$ cat config.mk
export PLATFORM = sky130hd
export DESIGN_NAME = gosos_round
export DESIGN_NICKNAME = d
export VERILOG_FILES = /design/src/hdl/gosos_pkg.sv /design/src/hdl/gosos_round.sv
export SDC_FILE = /design/constraint.sdc
export NUM_CORES = 1
export LEC_CHECK = 0
export ABC_AREA = 1
export BUFFER_PORTS_ARGS = -buffer_cell sky130_fd_sc_hd__buf_2
export CORE_UTILIZATION = 58
export CTS_CLUSTER_SIZE = 14
export DETAILED_ROUTE_END_ITERATION = 7
export MAX_ROUTING_LAYER = met4
export PLACE_DENSITY = 0.83
export SLEW_MARGIN = 20
export SYNTH_ARGS = -nofsm -noshare
export SYNTH_HDL_FRONTEND = slang
export SYNTH_SLANG_ARGS = --single-unit
$ cat constraint.sdc
create_clock -name clk -period 2.7 [get_ports clk]
set_input_delay 0.27 -clock clk [delete_from_list [all_inputs] [get_ports clk]]
set_output_delay 0.27 -clock clk [all_outputs]
set_load 0.005 [all_outputs]
$ cat src/hdl/gosos_pkg.sv
// Shared types and constants for the GEMM output scale/offset/saturate stage.
// Used by every module of the block; no dependencies.
package gosos_pkg;

	localparam int FRAC_BITS = 16;
	localparam int DATA_W    = 32;
	localparam int PROD_W    = 2 * DATA_W;
	// two products plus a shifted offset: two bits of growth over a product
	localparam int SUM_W     = PROD_W + 2;
	localparam int QUOT_W    = SUM_W - FRAC_BITS;
	localparam int IDX_W     = 2;

	// offset_mode codes
	localparam logic [1:0] OFS_NONE  = 2'd0;
	localparam logic [1:0] OFS_FIXED = 2'd1;
	localparam logic [1:0] OFS_COL   = 2'd2;
	localparam logic [1:0] OFS_ROW   = 2'd3;

	// register indexes
	localparam logic [IDX_W-1:0] REG_OFFSET_MODE  = 2'd0;
	localparam logic [IDX_W-1:0] REG_ALPHA_SCALE  = 2'd1;
	localparam logic [IDX_W-1:0] REG_BETA_SCALE   = 2'd2;
	localparam logic [IDX_W-1:0] REG_FIXED_OFFSET = 2'd3;

	localparam logic signed [DATA_W-1:0] ALPHA_RESET = 32'sd65536;

	typedef struct packed {
		logic [1:0]               offset_mode;
		logic signed [DATA_W-1:0] alpha_scale;
		logic signed [DATA_W-1:0] beta_scale;
		logic signed [DATA_W-1:0] fixed_offset;
	} cfg_t;

endpackage

$ cat src/hdl/gosos_round.sv
// Second and third stages: exact wide sum, then round half to even and
// clamp to int32 into the result register. Depends on gosos_pkg.
module gosos_round (
	input  logic                                 clk,
	input  logic                                 en_s2,
	input  logic                                 en_s3,
	input  logic signed [gosos_pkg::PROD_W-1:0]  alpha_prod_s1,
	input  logic signed [gosos_pkg::PROD_W-1:0]  beta_prod_s1,
	input  logic signed [gosos_pkg::DATA_W-1:0]  offset_s1,
	input  logic                                 last_s1,
	output logic signed [gosos_pkg::DATA_W-1:0]  result_s3,
	output logic                                 last_s3
);

	localparam int SUM_W  = gosos_pkg::SUM_W;
	localparam int QUOT_W = gosos_pkg::QUOT_W;
	localparam int FRAC_BITS = gosos_pkg::FRAC_BITS;
	localparam int DATA_W = gosos_pkg::DATA_W;

	logic signed [SUM_W-1:0]   sum_s2;
	logic                      last_s2;
	logic signed [SUM_W-1:0]   offset_term;
	logic signed [QUOT_W-1:0]  quot;
	logic [FRAC_BITS-1:0]      frac;
	logic                      round_up;
	logic signed [QUOT_W:0]    rounded;
	logic signed [DATA_W-1:0]  clamped;

	localparam logic signed [QUOT_W:0] MAX_Q =
		(QUOT_W+1)'(signed'({1'b0, {(DATA_W-1){1'b1}}}));
	localparam logic signed [QUOT_W:0] MIN_Q =
		(QUOT_W+1)'(signed'({1'b1, {(DATA_W-1){1'b0}}}));

	// offset scaled up to the fixed-point grid of the products
	assign offset_term = SUM_W'(signed'({offset_s1, {FRAC_BITS{1'b0}}}));

	always_ff @(posedge clk) begin
		if (en_s2) begin
			sum_s2  <= SUM_W'(alpha_prod_s1) + SUM_W'(beta_prod_s1) + offset_term;
			last_s2 <= last_s1;
		end
	end

	// floor quotient plus fraction; tie goes to the even quotient
	assign quot     = sum_s2[SUM_W-1:FRAC_BITS];
	assign frac     = sum_s2[FRAC_BITS-1:0];
	assign round_up = (frac > {1'b1, {(FRAC_BITS-1){1'b0}}}) ||
	                  ((frac == {1'b1, {(FRAC_BITS-1){1'b0}}}) && quot[0]);
	assign rounded  = (QUOT_W+1)'(quot) + (QUOT_W+1)'({1'b0, round_up});

	always_comb begin
		if (rounded > MAX_Q)
			clamped = MAX_Q[DATA_W-1:0];
		else if (rounded < MIN_Q)
			clamped = MIN_Q[DATA_W-1:0];
		else
			clamped = rounded[DATA_W-1:0];
	end

	always_ff @(posedge clk) begin
		if (en_s3) begin
			result_s3 <= clamped;
			last_s3   <= last_s2;
		end
	end

endmodule

; ---- After elaboration in Yosys (flattened, before gate mapping)
; Index checks and enable logic that the tools add are counted.
[op_classes]
add_sub_neg = 3
magnitude_cmp = 3
n_eq_ne = 1
n_mux = 1
n_reduce_logical = 2
[op_table]
columns = op, count
row1 = 65-bit by 48-bit adder with 66-bit output, 1
row2 = 64-bit by 64-bit adder with 65-bit output, 1
row3 = 50-bit by 2-bit adder with 51-bit output, 1
row4 = 51-bit by 32-bit > comparator with 1-bit output (second input constant), 1
row5 = 51-bit by 32-bit less-than comparator with 1-bit output (second input constant), 1
row6 = 32-bit two-way mux, 1
row7 = 16-bit == test (second input constant), 1
row8 = 16-bit > comparator (second input constant), 1
row9 = 1-bit logical AND, 1
row10 = 1-bit logical OR, 1
[totals]
regBits = 100
wordCells = 14

; ---- Logic depth before layout (Yosys ltp)
[depth]
ltp_word = 6
depth_mapped = 19
depth_no_buf = 18

; ---- Worst setup path after synthesis
; Ideal clock, no wire load.
[synth_timing]
path_type = register -> register
start = register sum_s2[16]
end = register result_s3[10] (netlist name), data pin
setup_ns = 0.252
t_arrival_ns = 2.226
slack_ns = 0.222
path_stages_with_launch = 18
path_cell_list = edfxtp_1 > nor4_1 > a41oi_1 > ha_1 > inv_2 > nor2_4 > nand2_2 > nor2_4 > nand3_1 > nand2_1 > nand2_1 > nor2_1 > nand2_1 > nor2_1 > nand3_1 > nand2_2 > buf_6 > nand2_1
[synth_between]
elab_chain_cells = 5
[synth_rtl]
columns = element, line_no
row1 = from (decl), gosos_round.sv:20  ; logic signed [SUM_W-1:0] sum_s2;
row2 = from (signal assigned), gosos_round.sv:39  ; sum_s2 <= SUM_W'(alpha_prod_s1) + SUM_W'(beta_prod_s1) + offset_term;
row3 = 1-bit logical AND, gosos_round.sv:48  ; ((frac == {1'b1, {(FRAC_BITS-1){1'b0}}}) && quot[0]);
row4 = 1-bit logical OR, gosos_round.sv:47  ; assign round_up = (frac > {1'b1, {(FRAC_BITS-1){1'b0}}}) ||
row5 = 50-bit by 2-bit adder with 51-bit output (*), gosos_round.sv:49  ; assign rounded = (QUOT_W+1)'(quot) + (QUOT_W+1)'({1'b0, round_up});
row6 = 51-bit by 32-bit less-than comparator with 1-bit output, gosos_round.sv:54  ; else if (rounded < MIN_Q)
row7 = 32-bit two-way mux, gosos_round.sv:54
row8 = to (signal assigned), gosos_round.sv:62  ; result_s3 <= clamped;
row9 = to (decl), gosos_round.sv:11  ; output logic signed [gosos_pkg::DATA_W-1:0] result_s3,
; Mark *: on every way between the ends. The rest lies on a longest branch, timed or not.
; A chain may end at the register's enable or synchronous reset.

; ---- Final worst setup path
[layout_timing]
start = register sum_s2[4]
end = register result_s3[17] (netlist name), data pin
[layout_between]
elab_chain_cells = 6
[layout_rtl]
columns = element, line_no
row1 = "parallel branches: the longest is 2 deep, another holds 16-bit > comparator", -
row2 = 1-bit logical OR (*), gosos_round.sv:47
row3 = 50-bit by 2-bit adder with 51-bit output (*), gosos_round.sv:49
row4 = 51-bit by 32-bit less-than comparator with 1-bit output, gosos_round.sv:54
row5 = 32-bit two-way mux, gosos_round.sv:54
; Every way passes the cells marked *.

==> reports/results.ini <==
[setup_path]
cp.arrival_ps=3240
r2r_start=sum_s2[4]$_DFFE_PP_
crit_path_end_kind=register
r2r_cells=19
crit_type=reg2reg
r2r_slack_ps=-310
worstPathRequired_ps=2930
crit_path_start_kind=register
crit_fanout=8
r2r-end=result_s3[17]$_SDFFCE_PN1P_

[die]
ios=197
start_util=0.594
die_y_um=138
num_rows=49
dieArea_mm2=0.0189
fp.dieW_um=138
core-area_mm2=0.0180

[drt]
final_antenna_net_count=0
drt_wl_total_mm=39.5
route.detailed.drc=0
dr.pass1.iters=6
wl_per_cell_um=18.9
first_iter_violations=1189
vias=12000
viasPerCell=5.76

[timing]
final_hold_viol_count=0
slew_headroom=0.505
finalCriticalPeriod_ps=3010
worst_pin_slew_ps=743
final-setup-viol-count=31
fin_crit_sh=1.11
timing.fmax_mhz=332
finalSetupTns_ps=-7620
rsz0062_at_grt=true
setup_slack_ps=-308
clock_skew_ps=17.3
maxSlewViolCount=0

[place]
hpwl_mm=31.4
gp_congestion=1.04
place_area_mm2=0.0134
io_buffer_count=196

[worst_hold_path]
min_path_type=in2reg
hp-start=last_s1
whs_path_depth=1
holdPathEnd=last_s2$_DFFE_PP_

[layout]
nets=2150
n_antenna_cell=0
multi_input_area_mm2=0.00733
n_fill_cell=1227
design_area_mm2=0.0143
fin_util=0.795
drive_gt1_frac=0.282
seq_area_mm2=0.00300
syn_to_final_growth_pct=33.9

[global_route]
grt-ovfl-total=0
antenna_found_initial=0
first_global_vias=11500
grt_pass1_wl_mm=56.7
grt_max_degree=57
gr-usage-all-layers=0.412

[synth]
synth_area_mm2=0.0107
synth_area_leaders=edfxtp_1 (28%), nand2_1 (14%), ha_1 (9.6%)
synth_common_cells=nand2_1 (399), nor2_1 (230), inv_1 (167), edfxtp_1 (100), a21oi_1 (92)
yosys_warnings=0
seq_area_frac_synth=0.282
synthCells=1443
dominantRegCellSynth=edfxtp_1
synth-edff-count=100
syn_area_per_cell_um2=7.39
synth_nets=1738
synth_seq_cells=100
post-synth-top-area-cell=edfxtp_1
synth_top_area_share=0.282
synth.distinct_cells=36
synthMostInstantiatedCell=nand2_1
async_reset_ff_frac=0

[power]
total_power_w=0.00886
leakage_nw=6.66
irDropWorstVdd_uv=531
powerDensity_mw_per_mm2=620

[clock_network]
numCtsBuffers=9
clock-root-buffer=clkbuf_16
cts.sinks=100
clkTransAtPathRegs_ps=90
cts_tree=yes
hold_buffers=0
clkLatencyLatePin_ps=370
cts.htree.levels=3
clk_path_buf_depth=2

[run_status]
violations=setup timing
status=finished with violations

[flow_run]
maxCapViolCount=0

## timing repair
action | in CTS | in global routing
endpoints found under the setup margin | 36 | 48
gates cloned | 0 | 6
pin swaps | 4 | 32
hold endpoints to repair | 0 | 0
resized for setup | 15 | 84
buffers inserted | 1 | 5
## critical path, stage by stage, from the launching register on
cell and delay, ps:
edfxtp_1 430, nor4_4 80, a41oi_4 300, ha_4 220, nand2_4 80, nor2_8 150, buf_6 120, inv_4 30
nor2_4 230, nand4_1 130, nand2_1 110, inv_2 40, nor2_1 80, nand3_1 80, nor2_1 100, nand2_1 100
nand2_4 180, buf_12 160, nand2_2 110, nand2_2 100
## flip-flops by register name (all words and copies together) (netlist names)
| signal | cells |
|---|---|
| last_s3 | 1 |
| result_s3 | 32 |
| last_s2 | 1 |
| sum_s2 | 66 |
## logic make-up after synthesis
kind of cell             synth area share
flip-flops                          0.282
AND/OR/NAND/NOR                     0.289
AO/OA/AOI/OAI                       0.105
XOR/XNOR                           0.0697
buffers and inverters              0.0672
adder cells (fa/ha/maj)             0.188
## worst max path at each step
stage	cells past startpoint	end	start
floorplan	17	result_s3[10]$_SDFFCE_PN1P_	sum_s2[16]$_DFFE_PP_
global placement	14	sum_s2[38]$_DFFE_PP_	alpha_prod_s1[13]
detailed placement	14	sum_s2[38]$_DFFE_PP_	alpha_prod_s1[13]
CTS	15	result_s3[14]$_SDFFCE_PN1P_	sum_s2[7]$_DFFE_PP_
global route	19	result_s3[17]$_SDFFCE_PN1P_	sum_s2[5]$_DFFE_PP_
finish	19	result_s3[17]$_SDFFCE_PN1P_	sum_s2[4]$_DFFE_PP_
## where the power goes
group / switching [W] / total, W / internal (W)
registers: 0.000373 / 0.00265 / 0.00227
clock network: 0.000692 / 0.00136 / 0.000670
logic: 0.00282 / 0.00485 / 0.00203
## placed cells by master, fill, tap and decap left out, drive strengths merged
cell,n
o311ai,3
inv,177
a21oi,92
and3,1
xor2,59
clkbuf,13
a21o,5
o21a,3
nor4,11
clkinv,3
buf,403
ha,82
nand3,61
o21ai,56
o2111ai,3
o211ai,4
xnor2,25
nor3,8
a21boi,2
a31oi,14
nand4,14
nor2,242
a41oi,1
edfxtp,100
and2,1
a221oi,1
nand2,409
fa,49
nand3b,3
o21bai,15
## area by class of cell
| type | count | share of cell area |
|---|---|---|
| clock inverters | 7 | 0.00604 |
| multi-input cells | 1164 | 0.513 |
| inverters | 173 | 0.0456 |
| well taps | 229 | 0.0201 |
| repair buffers | 407 | 0.189 |
| clock buffers | 9 | 0.0158 |
| flip-flops and latches | 100 | 0.210 |
## metrics by stage
stage                     setup slack (ps)  cells  hold WS, ps
after global routing                  -413   2089          115
final                                 -308   2089          126
after global placement                -547   2061          417
after detailed placement              -595   2061          428
after CTS                            -68.0   2078         95.4
after floorplan                        222   1443          369
## layer usage
layer  up-vias  GRT usage  wire, µm
li1       5561          -         -
met1      5477      0.479     14600
met2       815      0.686     18800
met3       173     0.0541      3520
met4         0      0.237      2510
met5         -          -         0
Note: power is estimated with default switching activity, not from simulation.
