**src/hdl/gosos_pkg.sv**
```systemverilog
// Shared types and constants for the GEMM output scale/offset/saturate stage.
// Used by every module of the block; no dependencies.
package gosos_pkg;

	localparam int FRAC_BITS = 16;
	localparam int DATA_W    = 32;
	localparam int PROD_W    = 2 * DATA_W;
	// two products plus a shifted offset: two bits of growth over a product
	localparam int SUM_W     = PROD_W + 2;
	localparam int QUOT_W    = SUM_W - FRAC_BITS;
	localparam int IDX_W     = 2;

	// offset_mode codes
	localparam logic [1:0] OFS_NONE  = 2'd0;
	localparam logic [1:0] OFS_FIXED = 2'd1;
	localparam logic [1:0] OFS_COL   = 2'd2;
	localparam logic [1:0] OFS_ROW   = 2'd3;

	// register indexes
	localparam logic [IDX_W-1:0] REG_OFFSET_MODE  = 2'd0;
	localparam logic [IDX_W-1:0] REG_ALPHA_SCALE  = 2'd1;
	localparam logic [IDX_W-1:0] REG_BETA_SCALE   = 2'd2;
	localparam logic [IDX_W-1:0] REG_FIXED_OFFSET = 2'd3;

	localparam logic signed [DATA_W-1:0] ALPHA_RESET = 32'sd65536;

	typedef struct packed {
		logic [1:0]               offset_mode;
		logic signed [DATA_W-1:0] alpha_scale;
		logic signed [DATA_W-1:0] beta_scale;
		logic signed [DATA_W-1:0] fixed_offset;
	} cfg_t;

endpackage

```
**src/hdl/gosos_cfg.sv**
```systemverilog
// Configuration register file of the output stage.
// Depends on gosos_pkg.
module gosos_cfg (
	input  logic                              clk,
	input  logic                              arst_n,
	input  logic                              cfg_we,
	input  logic [gosos_pkg::IDX_W-1:0]       cfg_index,
	input  logic [gosos_pkg::DATA_W-1:0]      cfg_data,
	output gosos_pkg::cfg_t                   cfg
);

	gosos_pkg::cfg_t cfg_q;

	always_ff @(posedge clk or negedge arst_n) begin
		if (!arst_n) begin
			cfg_q.offset_mode  <= gosos_pkg::OFS_NONE;
			cfg_q.alpha_scale  <= gosos_pkg::ALPHA_RESET;
			cfg_q.beta_scale   <= '0;
			cfg_q.fixed_offset <= '0;
		end else if (cfg_we) begin
			unique case (cfg_index)
				gosos_pkg::REG_OFFSET_MODE:  cfg_q.offset_mode  <= cfg_data[1:0];
				gosos_pkg::REG_ALPHA_SCALE:  cfg_q.alpha_scale  <= cfg_data;
				gosos_pkg::REG_BETA_SCALE:   cfg_q.beta_scale   <= cfg_data;
				gosos_pkg::REG_FIXED_OFFSET: cfg_q.fixed_offset <= cfg_data;
				default: ;
			endcase
		end
	end

	assign cfg = cfg_q;

endmodule

```
**config.mk**
```make
export PLATFORM = sky130hd
export DESIGN_NAME = gosos_cfg
export DESIGN_NICKNAME = d
export VERILOG_FILES = /design/src/hdl/gosos_pkg.sv /design/src/hdl/gosos_cfg.sv
export SDC_FILE = /design/constraint.sdc
export NUM_CORES = 1
export LEC_CHECK = 0
export BUFFER_PORTS_ARGS = -buffer_cell sky130_fd_sc_hd__buf_2
export CAP_MARGIN = 20
export CORE_MARGIN = 3
export CORE_UTILIZATION = 29
export CTS_CLUSTER_DIAMETER = 150
export CTS_CLUSTER_SIZE = 40
export DETAILED_ROUTE_END_ITERATION = 10
export PLACE_DENSITY = 0.55
export SETUP_SLACK_MARGIN = 0.3
export SYNTH_ARGS = -nofsm -noshare
export SYNTH_HDL_FRONTEND = slang
export SYNTH_SLANG_ARGS = --single-unit
```
**constraint.sdc**
```tcl
create_clock -name clk -period 2 [get_ports clk]
set_input_delay 0.1 -clock clk [delete_from_list [all_inputs] [get_ports clk]]
set_output_delay 0.1 -clock clk [all_outputs]
set_load 0.01 [all_outputs]
```
After elaboration in Yosys (flattened, before gate mapping)
Index checks and enable logic that the tools add are counted.

Register bits after elaboration: 98. Input bits: 37. Output and inout bits: 98.

Eq/ne operators: 3. Reductions and logical operators: 5.

Operator list (count): 2-bit AND reduction (4); 2-bit == test, second input constant (2); 2-bit by 1-bit == test with 1-bit output, second input constant (1); 2-bit zero test (1).

Longest topological paths before layout
Gate-level depths: netlist (run 1).

Depth in word-level cells: 2. Gate-level depth with buffers: 3. Gate-level depth less buffers: 2.

Worst setup path after synthesis (run 1)
Ideal clock, no wire load.

Kind: input to register. Start point: in cfg_index[0] (netlist name). End point: reg cfg_q (netlist bit cfg[10]). Data arrival time: 800 ps. Required time: 1875 ps. Slack: 1075 ps. Stages on the path: 3. Path buffers: 1. Path through: nand3_1 -> buf_2 -> mux2_2.

Cells in the longest elaborated chain, start to end: 2.

Ends and longest elaborated chain: start: declaration (RTL line gosos_cfg.sv:7) `input logic [gosos_pkg::IDX_W-1:0] cfg_index,`; 2-bit == test (RTL line gosos_cfg.sv:21) `unique case (cfg_index)`; 2-bit AND reduction (no source line); end: declaration (RTL line gosos_cfg.sv:12) `gosos_pkg::cfg_t cfg_q;`.

Every way passes these cells. A chain may end at the register's enable or synchronous reset.

Final worst setup path (run 1)
Start point: reg cfg_q (netlist bit cfg[80]). End point: out cfg[80] (netlist name).

RTL lines: end: declaration (RTL line gosos_cfg.sv:9) `output gosos_pkg::cfg_t cfg`.

No word-level cell between the ends.

==> results of run 1 <==
-- cells in the final DEF, fill, tap and decap left out --
master,instances
nor3b_1,1
mux2_2,98
clkinv_4,1
buf_12,3
nand3_2,1
bufinv_16,1
dfrtp_1,97
buf_2,133
dfstp_2,1
clkbuf_16,9
dlygate4sd3_1,2
clkbuf_8,3
nand3b_2,2
buf_4,3
clkinv_2,2
-- final cells by class --
cell class	count	area (µm²)	area share (%)
sequential	98	2450	50.2
multi-input combinational	102	1140	23.4
timing repair buffer	141	768	15.7
clock buffer	12	267	5.45
tap	168	210	4.30
clock inverter	4	48.8	0.998
-- power by group --
group / switching [mW] / total (mW) / internal [mW]
clock: 0.716 / 1.79 / 1.07
combinational: 0.531 / 1.11 / 0.581
sequential: 0.179 / 2.54 / 2.36
total: 1.43 / 5.44 / 4.01
-- cell usage after synthesis (all sizes together) --
library cell,n,area (µm²)
mux2,98,1100
dfstp,1,26.3
nand3,1,5.00
nor3b,1,7.51
buf,9,82.6
dfrtp,97,2430
nand3b,2,22.5
-- kinds of logic (layout without fill, tap and decap cells) --
group	count (synthesis)	in the layout
DFF	98	98
muxes	98	98
and+or+nand+nor	4	4
buffers and inverters	9	157
-- worst max-delay path by stage --
stage                  from      end  slack, ns  cells past startpoint
6_report            cfg[80]  cfg[80]       0.92                      1
5_1_grt              arst_n  cfg[15]       0.83                      3
4_1_cts             cfg[80]  cfg[80]       0.89                      1
3_5_place_dp         cfg_we   cfg[3]       0.58                      4
3_3_place_gp         cfg_we   cfg[3]       0.61                      4
2_1_floorplan  cfg_index[0]  cfg[10]       1.08                      3
-- metrics by stage --
stage	setup slack (ns)	cell area (µm²)	hold slack, ns	util, %	power, mW
after detailed placement	0.580	4560	0.142	37.3	3.72
after global routing	0.827	4890	0.00793	40.1	5.74
final	0.921	4890	0.0208	40.1	5.44
after CTS	0.894	4880	0.00102	40.0	5.53
after global placement	0.613	4560	0.146	37.3	3.69
after floorplan	1.08	3670	-0.196	-	3.13
-- metal layers --
layer  up-vias  part of all wire [%]  global-route usage, %  routed length [µm]
met4         0                   1.2                   3.91                  99
met5         -                     0                      0                   0
li1       1035                     -                      -                   -
met3         9                   7.7                   5.65                 618
met1      1161                    42                   14.1                3380
met2        79                    49                   19.3                3910
==> impl_metrics.csv, run 1 <==
group,metric,value,unit
outcome,status,"completed",
clock_network,cts_setup_buffers,0,
clock_network,cts-htree-levels,3,
sta,setup_viol,0,
critical_path,timing.rr.start,"cfg[3]",
sta,final_max_slew_viol_count,0,
power_and_ir_drop,ir_drop,0.000604,V
floorplanning,core_area,12200,µm²
critical_path,cp_slowest_stage_delay,0.52,ns
floorplanning,die_x,119,µm
logic_synthesis,ys_seq_area_share,66.8,%
floorplanning,fp.dieH,119,µm
detailed_routing,first_pass_iters,4,
placed_design,globalplace.congestion,0.664,
sta,hold_violations,0,
clock_network,hold_buffers,1,
clock_network,root_buffer,"clkbuf_16",
critical_path,critPathBufInv,1,
clock_network,clock_latency,0.33,ns
detailed_routing,ant_nets,0,
clock_network,clkSinkCount,98,
critical_path,worstPathRequired,1.90,ns
sta,period_minus_slack,1.08,ns
placed_design,port_buffers,134,
detailed_routing,drt-initial-drc-count,95,
logic_synthesis,syn_inst,209,
detailed_routing,avgViaCountPerCell,4.35,
logic_synthesis,synth_cell_types,8,
critical_path,end_kind,"output port",
run,max-cap-violations,0,
critical_path,reg2reg_depth,1,
critical_path,cp_data_arrival_time,0.98,ns
clock_network,cts_resized,0,
global_routing,grt_pass1_vias,2428,
global_routing,grt_max_degree,55,
critical_path,path_max_fanout,2,
detailed_routing,wl,8010,µm
logic_synthesis,synth_top_family_by_area,"multiplexers",
logic_synthesis,synth_nets,246,
finish,n_antenna_cell,0,
clock_network,path_clk_slew,0.06,ns
logic_synthesis,ys_seq_elements,98,
worst_hold_path,holdPathEnd,"cfg[58]",
logic_synthesis,synthAdderAreaFrac,0,%
finish,layout-drive-gt1-share,72.0,%
global_routing,antenna_found_initial,0,
sta,slew_headroom,60.8,%
critical_path,r2r-end,"cfg[3]",
logic_synthesis,muxShareOfSynthArea,30.0,%
floorplanning,ios,135,
critical_path,path_class,"reg -> out",
logic_synthesis,synth_xor_area_share,0,%
logic_synthesis,yosysWarnings,0,
placed_design,hpwl,5690,µm
worst_hold_path,hp-class,"in -> reg",
detailed_routing,drc,0,
global_routing,track_usage,12.0,%
finish,largest_reg_flops,98,
floorplanning,die_area,14100,µm²
logic_synthesis,synth_compound_area_share,0,%
sta,skew,0,ns
logic_synthesis,synth-simple-area-share,0.953,%
sta,finalCritPeriodShare,53.9,%
sta,final.setup.tns,0,ns
sta,fmax,927,MHz
placed_design,place_inst,507,
global_routing,gr-total-overflow,0,
critical_path,regToRegSetupSlack,1.22,ns
critical_path,start_kind,"flip-flop",
global_routing,grt_pass1_wl,13200,µm
floorplanning,start_util,30.1,%
clock_network,cts_buffer_depth,2,
sta,tightest_slew,0.589,ns
floorplanning,rows,40,
logic_synthesis,syn_area,3670,µm²
finish,layout.cells.non_filler,525,
detailed_routing,wire_per_inst,15.2,µm
finish,syn_to_final_growth,33.1,%
critical_path,crit_slowest_cell,"dfstp_2",
worst_hold_path,holdPathStages,2,
clock_network,numCtsBuffers,9,
clock_network,cts_tree,"done",
finish,num-nets-final,389,
power_and_ir_drop,power.density,1110,nW/µm²
sta,rsz0062_at_grt,"false",
critical_path,path_delay_family,"flip-flops",
detailed_routing,route.vias.total,2284,
worst_hold_path,min_from,"cfg_data[26]",
critical_path,worstPathCellList,"buf_2",
finish,nFillCells,1195,
power_and_ir_drop,p_leak,2.34,nW
logic_synthesis,synth_area_per_cell,17.6,µm²
(Power assumes the default switching activity.)
==> inputs of run 2 (changes only) <==
==> constraint.sdc (replaced) <==
create_clock -name clk -period 1.1 [get_ports clk]
set_input_delay 0.055 -clock clk [delete_from_list [all_inputs] [get_ports clk]]
set_output_delay 0.055 -clock clk [all_outputs]
set_load 0.01 [all_outputs]
==> impl_metrics.csv, run 2 (same netlist as run 1, synthesis figures left out) <==
group,metric,value,unit
outcome,status,"completed",
critical_path,worstPathCellList,"buf_6",
sta,slew_headroom,76.4,%
clock_network,path_clk_slew,0.06,ns
critical_path,cp_data_arrival_time,0.98,ns
critical_path,crit_path_start,"cfg[80]",
detailed_routing,avgViaCountPerCell,4.26,
global_routing,track_usage,12.6,%
critical_path,path_depth,1,
finish,nFillCells,1113,
placed_design,hpwl,6040,µm
sta,fin_hold_ws,0.167,ns
critical_path,worstPathRequired,1.04,ns
critical_path,timing.rr.start,"cfg[17]",
worst_hold_path,hp-class,"in -> async",
floorplanning,die_area,14100,µm²
finish,multi_input_area,1190,µm²
finish,final_common_cell,"buf_2",
global_routing,grt_pass1_wl,13900,µm
detailed_routing,wl_met1,3580,µm
critical_path,cp-endpoint,"cfg[80]",
finish,largest_reg_flops,98,
critical_path,crit_slowest_cell,"dfstp_2",
clock_network,cts_buffer_depth,2,
detailed_routing,wl,8600,µm
detailed_routing,drt-initial-drc-count,81,
finish,layout-drive-gt1-share,67.6,%
global_routing,antenna_found_initial,0,
critical_path,path_delay_family,"flip-flops",
power_and_ir_drop,p_total,10.5,mW
critical_path,path_class,"reg -> out",
floorplanning,die_x,119,µm
sta,fmax,969,MHz
clock_network,clkSinkCount,98,
run,max-cap-violations,0,
floorplanning,ios,135,
detailed_routing,wl_met2,4310,µm
critical_path,path_max_fanout,2,
critical_path,reg2reg_depth,2,
critical_path,cp_slowest_stage_delay,0.55,ns
clock_network,cts-htree-levels,3,
critical_path,critPathBufInv,1,
sta,final_max_slew_viol_count,0,
floorplanning,core_area,12200,µm²
power_and_ir_drop,power.density,1870,nW/µm²
placed_design,port_buffers,134,
sta,skew,0,ns
floorplanning,rows,40,
finish,utilization,45.8,%
sta,tightest_slew,0.353,ns
sta,setup_viol,0,
detailed_routing,route.vias.total,2437,
sta,final.setup.tns,0,ns
finish,final_cell_mix,"110 x buf_2, 97 x dfrtp_1, 90 x mux2_2",
power_and_ir_drop,p_leak,2.68,nW
placed_design,globalplace.congestion,0.688,
detailed_routing,ant_nets,0,
power_and_ir_drop,ir_drop,0.00107,V
clock_network,numCtsBuffers,9,
critical_path,end_kind,"output port",
critical_path,regToRegSetupSlack,0.21,ns
critical_path,start_kind,"flip-flop",
sta,hold_violations,0,
detailed_routing,route.top_layer_used,"met4",
detailed_routing,wire_per_inst,15.0,µm
finish,register_area,2450,µm²
global_routing,grt_pass1_vias,2606,
sta,period_minus_slack,1.03,ns
detailed_routing,first_pass_iters,3,
clock_network,clock_latency,0.33,ns
floorplanning,fp.dieH,119,µm
clock_network,cts_tree,"done",
critical_path,r2r-end,"cfg[17]",
finish,num-nets-final,436,
sta,finalCritPeriodShare,93.9,%
finish,syn_to_final_growth,52.3,%
global_routing,gr-total-overflow,0,
clock_network,root_buffer,"clkbuf_16",
detailed_routing,dr_wl_met3,630,µm
detailed_routing,drc,0,
floorplanning,start_util,30.1,%
global_routing,grt_max_degree,30,
finish,n_antenna_cell,0,
sta,rsz0062_at_grt,"true",
[run 2: worst min path at each step]
stage                     cells past startpoint       to  slack, ns
final                                         2  cfg[41]       0.17
after global placement                        1  cfg[41]      -0.01
after floorplan                               0   cfg[0]      -0.24
after CTS                                     2  cfg[35]       0.16
after global routing                          2  cfg[41]       0.18
after detailed placement                      1  cfg[41]     -0.009
[run 2: area by class of cell]
cell class                      count  share of cell area, %
Multi-Input combinational cell    102                   21.3
Clock buffer                        9                   4.02
Tap cell                          168                   3.76
Sequential cell                    98                   43.8
Timing Repair Buffer              188                   25.4
Clock inverter                      7                   1.68
[run 2: metrics by stage]
stage                     instance area (µm²)  worst slack (ns)  std cells
after detailed placement                 4690            0.0567        514
after global placement                   4690           0.00156        514
after floorplan                          3710             0.306        209
final                                    5600            0.0676        572
after global routing                     5600            0.0292        572
after CTS                                5450            0.0440        570
[run 2: what timing repair did]
action                                  CTS  global route
hold buffers                             33             0
endpoints found under the setup margin   98           106
hold endpoints to repair                193             0
buffers inserted                          7             2
resized for setup                        11            26
pin swaps                                 0             0
[run 2: metal layers]
| metal | global-route usage, % | vias up |
|---|---|---|
| met2 | 21.2 | 83 |
| met5 | 0 | - |
| li1 | - | 1120 |
| met4 | 3.26 | 0 |
| met3 | 5.31 | 9 |
| met1 | 14.9 | 1225 |
[run 2: power by group]
part           internal (mW)  total (mW)  switching [mW]
clock network           1.99        3.30            1.31
logic                   1.47        2.50            1.03
registers               4.30        4.67           0.374
